### config.mk
export PLATFORM = sky130hd
export DESIGN_NAME = pwl_div
export DESIGN_NICKNAME = d
export VERILOG_FILES = /design/src/hw/rtl/pwl_pkg.sv /design/src/hw/rtl/pwl_div.sv
export SDC_FILE = /design/constraint.sdc
export NUM_CORES = 1
export LEC_CHECK = 0
export BUFFER_PORTS_ARGS = -buffer_cell sky130_fd_sc_hd__buf_2
export CAP_MARGIN = 15
export CORE_MARGIN = 2
export CORE_UTILIZATION = 40
export DETAILED_ROUTE_END_ITERATION = 10
export PLACE_DENSITY = 0.54
export SYNTH_ARGS = -nofsm -noshare
export SYNTH_HDL_FRONTEND = slang
export SYNTH_SLANG_ARGS = --single-unit
### constraint.sdc
create_clock -name clk -period 3.3 [get_ports clk]
set_input_delay 0.33 -clock clk [delete_from_list [all_inputs] [get_ports clk]]
set_output_delay 0.33 -clock clk [all_outputs]
set_load 0.01 [all_outputs]
### src/hw/rtl/pwl_pkg.sv
// ----------------------------------------------------------------------------
// pwl_pkg
// Types, constants and fixed-point helpers for the word likelihood kernel.
// ----------------------------------------------------------------------------
`default_nettype none

package pwl_pkg;

  localparam int FRAC_BITS = 16;
  localparam int PROB_W    = FRAC_BITS + 1;
  localparam int IDX_W     = 10;
  localparam int OP_W      = 2;
  localparam int CFG_IDX_W = 2;

  localparam logic [PROB_W-1:0] PROB_ONE = PROB_W'(1) << FRAC_BITS;
  localparam logic [PROB_W-1:0] EXISTS_RESET = PROB_W'(25559);
  localparam logic [PROB_W-1:0] ABSENT_RESET = PROB_W'(0);

  localparam logic [OP_W-1:0] OP_WRITE = 2'd0;
  localparam logic [OP_W-1:0] OP_NAIVE = 2'd1;
  localparam logic [OP_W-1:0] OP_TREE  = 2'd2;

  localparam logic [CFG_IDX_W-1:0] REG_EXISTS = 2'd0;
  localparam logic [CFG_IDX_W-1:0] REG_ABSENT = 2'd1;

  typedef struct packed {
    logic [OP_W-1:0]   opcode;
    logic [IDX_W-1:0]  word_index;
    logic [PROB_W-1:0] marginal_prob;
    logic [PROB_W-1:0] cond_prob_parent_on;
    logic [PROB_W-1:0] cond_prob_parent_off;
    logic              word_seen;
    logic              parent_seen;
    logic              place_word_seen;
    logic              new_place;
  } item_t;

  typedef struct packed {
    logic [PROB_W-1:0] likelihood;
    logic              degenerate;
  } result_t;

  typedef struct packed {
    logic [PROB_W-1:0] marg;
    logic [PROB_W-1:0] on;
    logic [PROB_W-1:0] off;
  } entry_t;

  function automatic logic [PROB_W-1:0] sat1(input logic [PROB_W-1:0] v);
    return (v > PROB_ONE) ? PROB_ONE : v;
  endfunction

  function automatic logic [PROB_W-1:0] sel(input logic [PROB_W-1:0] p, input logic b);
    return b ? p : PROB_W'(PROB_ONE - p);
  endfunction

  function automatic logic [PROB_W-1:0] fx_mul(input logic [PROB_W-1:0] a,
                                               input logic [PROB_W-1:0] b);
    logic [2*PROB_W-1:0] p;
    p = (2*PROB_W)'(a) * (2*PROB_W)'(b);
    return p[FRAC_BITS +: PROB_W];
  endfunction

endpackage

`default_nettype wire

### src/hw/rtl/pwl_div.sv
// ----------------------------------------------------------------------------
// pwl_div
// Pipelined restoring divider, (num << FRAC_BITS) / den, one quotient bit per
// stage. Requires num <= den. Zero den gives 0 and raises zero_den.
// ----------------------------------------------------------------------------
`default_nettype none

module pwl_div #(
  parameter int TAG_W = 8
) (
  input  wire logic                      clk,
  input  wire logic                      rst,
  input  wire logic                      ce,
  input  wire logic                      src_valid,
  input  wire logic [TAG_W-1:0]          src_tag,
  input  wire logic [pwl_pkg::PROB_W-1:0] num,
  input  wire logic [pwl_pkg::PROB_W:0]   den,
  output logic                           res_valid,
  output logic [TAG_W-1:0]               res_tag,
  output logic [pwl_pkg::PROB_W-1:0]     quot,
  output logic                           zero_den
);
  import pwl_pkg::*;

  localparam int STAGES = PROB_W;
  localparam int DW     = PROB_W + 1;

  logic [DW-1:0]     rem_s [STAGES];
  logic [DW-1:0]     den_s [STAGES];
  logic [PROB_W-1:0] q_s   [STAGES];
  logic [TAG_W-1:0]  tag_s [STAGES];
  logic              dz_s  [STAGES];
  logic              v_s   [STAGES];

  for (genvar k = 0; k < STAGES; k++) begin : g_stage
    logic [DW-1:0]     r_prev;
    logic [DW-1:0]     d_prev;
    logic [PROB_W-1:0] q_prev;
    logic [TAG_W-1:0]  t_prev;
    logic              z_prev;
    logic              v_prev;
    logic [DW:0]       trial;
    logic              ge;

    if (k == 0) begin : g_first
      assign r_prev = DW'(num);
      assign d_prev = den;
      assign q_prev = '0;
      assign t_prev = src_tag;
      assign z_prev = (den == '0);
      assign v_prev = src_valid;
      assign trial  = {1'b0, r_prev};
    end else begin : g_next
      assign r_prev = rem_s[k-1];
      assign d_prev = den_s[k-1];
      assign q_prev = q_s[k-1];
      assign t_prev = tag_s[k-1];
      assign z_prev = dz_s[k-1];
      assign v_prev = v_s[k-1];
      assign trial  = {r_prev, 1'b0};
    end

    assign ge = (trial >= {1'b0, d_prev});

    always_ff @(posedge clk) begin
      if (ce) begin
        rem_s[k] <= ge ? DW'(trial - {1'b0, d_prev}) : trial[DW-1:0];
        den_s[k] <= d_prev;
        q_s[k]   <= q_prev | (PROB_W'(ge) << (STAGES - 1 - k));
        tag_s[k] <= t_prev;
        dz_s[k]  <= z_prev;
      end
    end

    always_ff @(posedge clk) begin
      if (rst) begin
        v_s[k] <= 1'b0;
      end else if (ce) begin
        v_s[k] <= v_prev;
      end
    end
  end

  assign res_valid = v_s[STAGES-1];
  assign res_tag   = tag_s[STAGES-1];
  assign zero_den  = dz_s[STAGES-1];
  assign quot      = dz_s[STAGES-1] ? '0 : q_s[STAGES-1];

endmodule

`default_nettype wire

==> qor.csv <==
metric,value,unit
status,"complete, no violations",
final_area,52600,µm²
synth_compound_area_share,9.76,%
synth-adder-area-share,9.31,%
drt_pass1_iterations,5,
design_power_total,47.3,mW
antenna_found_initial,0,
clock_path_buffers,3,
setup_ws,0.0562,ns
pre_cts_ws,-0.202,ns
seqCellArea,27000,µm²
cts_buffers,100,
synth_area,44300,µm²
synth_common_cells,"899 x edfxtp_1, 373 x inv_1, 304 x ha_1, 225 x a21oi_1, 189 x nor2_1",
drive_gt1_share,17.7,%
p_leak,21.3,nW
placed_cell_area,48400,µm²
via_per_inst,4.90,
drtIter0Drc,1393,
hold_path.class,in -> reg,
ys_types,71,
wl_per_cell,15.9,µm
cp-start-kind,register,
dp.cells,5179,
peakVddDrop,0.508,mV
gp_congestion,0.890,
yosys.area_share.simple,7.87,%
hold_violations,0,
max_freq,308,MHz
clk_pin_slew,0.06,ns
finClkSkew,0.0805,ns
power.density,899,nW/µm²
synthMuxAreaShare,4.04,%
num_vias,26600,
syn_area_per_cell,12.9,µm²
yosys.area.top_type,edfxtp_1,
syn_inst,3423,
multi_input_area,16000,µm²
synth_xor_area_share,4.49,%
core_region_area,110000,µm²
synth_top_cell_area_share,60.9,%
rows,122,
drc,0,
die_w,337,µm
num_io_pins,74,
synth.most_common_cell,edfxtp_1,
clock-sinks,899,
slew_headroom,47.8,%
grt_first_pass_wirelength,138000,µm
post-route-min-period,3.24,ns
routed_wl,86300,µm
clk_latency,0.72,ns
ant_nets,0,
cp.arrival,3.67,ns
place_hpwl,62700,µm
stdcell_count,5435,
overflow,0,
rsz0062_at_grt,true,
gr-usage-all-layers,15.3,%
rrSetupSlack,0.06,ns
synth_top_family_by_area,compound AO/OA/AOI/OAI gates,
syn_nets,3790,
htree_num_levels,3,
synth_ff_type,edfxtp_1,
yosysWarnings,0,
start_util,40.2,%
crit_fanout,5,
timing.max_cap.violations,0,
die_h,337,µm
worst_pin_slew,0.782,ns
grt_max_degree,129,
die_area,113000,µm²
period_share,98.3,%
critPathRequiredTime,3.72,ns
ys_ff_latch,899,
syn_to_final_growth,18.8,%
cts_tree,built,
nets,4230,
critPathCaptureType,register,
slew_violations,0,
fillers,9956,
grt_pass1_vias,26600,
crit_type,reg -> reg,
finalSetupViolCount,0,
clockRootBuffer,clkbuf_16,
synth_edf_count,899,
synth.yosys.seq_area_share,60.9,%
ys_async_sr_fraction,0,%
io_buffers,73,
synth.area.top_cells,"edfxtp_1 61%, ha_1 8.6%, mux2_2 3.6%",
diodes,0,
[cell families (layout without fill, tap and decap cells)]
group | after synthesis | in the layout
flops | 899 | 899
simple gates | 713 | 713
compound gates | 689 | 690
buf+inv | 418 | 941
fa+ha+maj | 320 | 320
xor+xnor | 227 | 227
mux | 157 | 157
[cells in the final DEF (no fill, tap or decap), drive strengths merged, types with 10 or more instances in the layout]
| cell | count |
|---|---|
| a21boi | 11 |
| buf | 335 |
| nor2 | 189 |
| clkbuf | 123 |
| and3 | 15 |
| nand2b | 33 |
| o21ai | 158 |
| xor2 | 89 |
| nand2 | 176 |
| a21oi | 226 |
| o311ai | 10 |
| dlygate4sd3 | 44 |
| nor2b | 62 |
| nor4 | 17 |
| nor3 | 50 |
| a31oi | 25 |
| inv | 376 |
| nand3 | 58 |
| edfxtp | 899 |
| ha | 304 |
| nand4 | 31 |
| a21o | 91 |
| xnor2 | 138 |
| fa | 16 |
| and2 | 31 |
| a211oi | 11 |
| clkinv | 54 |
| or2 | 14 |
| mux2 | 150 |
| o21bai | 42 |
| o21a | 36 |
[cell type report]
class | instances | area share, %
Clock buffer | 121 | 4.91
Clock inverter | 65 | 1.29
Inverter | 374 | 2.67
Multi-Input combinational cell | 2107 | 30.4
Sequential cell | 899 | 51.3
Tap cell | 1488 | 3.54
Timing Repair Buffer | 381 | 5.87
[final timing paths]
path	from	end	depth (start not counted)
hold / removal	ce	den_s[0][109]	1
setup reg to reg	rem_s[0][234]	rem_s[0][254]	11
hold reg to reg	q_s[0][16]	q_s[0][33]	0
setup / recovery	rem_s[0][234]	rem_s[0][254]	11
[metrics by stage]
step / util, % / hold WS (ns) / setup TNS, ns
2_1_floorplan: - / 0.400 / 0
3_3_place_gp: 43.9 / 0.400 / -5.00
3_5_place_dp: 43.9 / 0.405 / -5.17
4_1_cts: 47.3 / 0.0724 / 0
5_1_grt: 47.7 / 0.0981 / -0.685
6_report: 47.7 / 0.110 / 0
[report_power, final]
| part | internal (mW) | switching [mW] | total [mW] | leakage [nW] |
|---|---|---|---|---|
| clock network | 6.20 | 4.64 | 10.8 | 1.58 |
| logic | 9.51 | 9.58 | 19.1 | 10.9 |
| registers | 16.1 | 1.27 | 17.4 | 8.81 |
| total | 31.8 | 15.5 | 47.3 | 21.3 |
[worst max-delay path, cell delays in order, from the launching register on]
cell and delay (ns):
edfxtp_1 0.43, ha_4 0.27, a21o_1 0.16, a21oi_2 0.17
o21bai_2 0.09, a41o_1 0.30, a221o_1 0.35, o2111a_1 0.28
a2111oi_4 0.29, buf_6 0.19, clkbuf_16 0.16, mux2_4 0.29
[state kept, by name, indices dropped and copies added (netlist names)]
| name | cells |
|---|---|
| den_s | 288 |
| rem_s | 288 |
| q_s | 153 |
| tag_s | 136 |
| dz_s | 17 |
| v_s | 17 |
[layer usage]
layer	GRT usage, %	vias up	wire length, µm
li1	-	13400	-
met1	18.6	12700	36900
met2	27.2	358	43500
met3	2.39	175	2990
met4	5.93	0	2920
met5	0	-	0
[repair_timing]
action                                  CTS  global route
buffers inserted                          0            23
hold endpoints to repair                 45             0
pin swaps                                 1            31
endpoints found under the setup margin   39           197
hold buffers                             44             0
gates resized for setup                   7            58
cloned                                    0             3
Note: power is estimated with default switching activity, not from simulation.
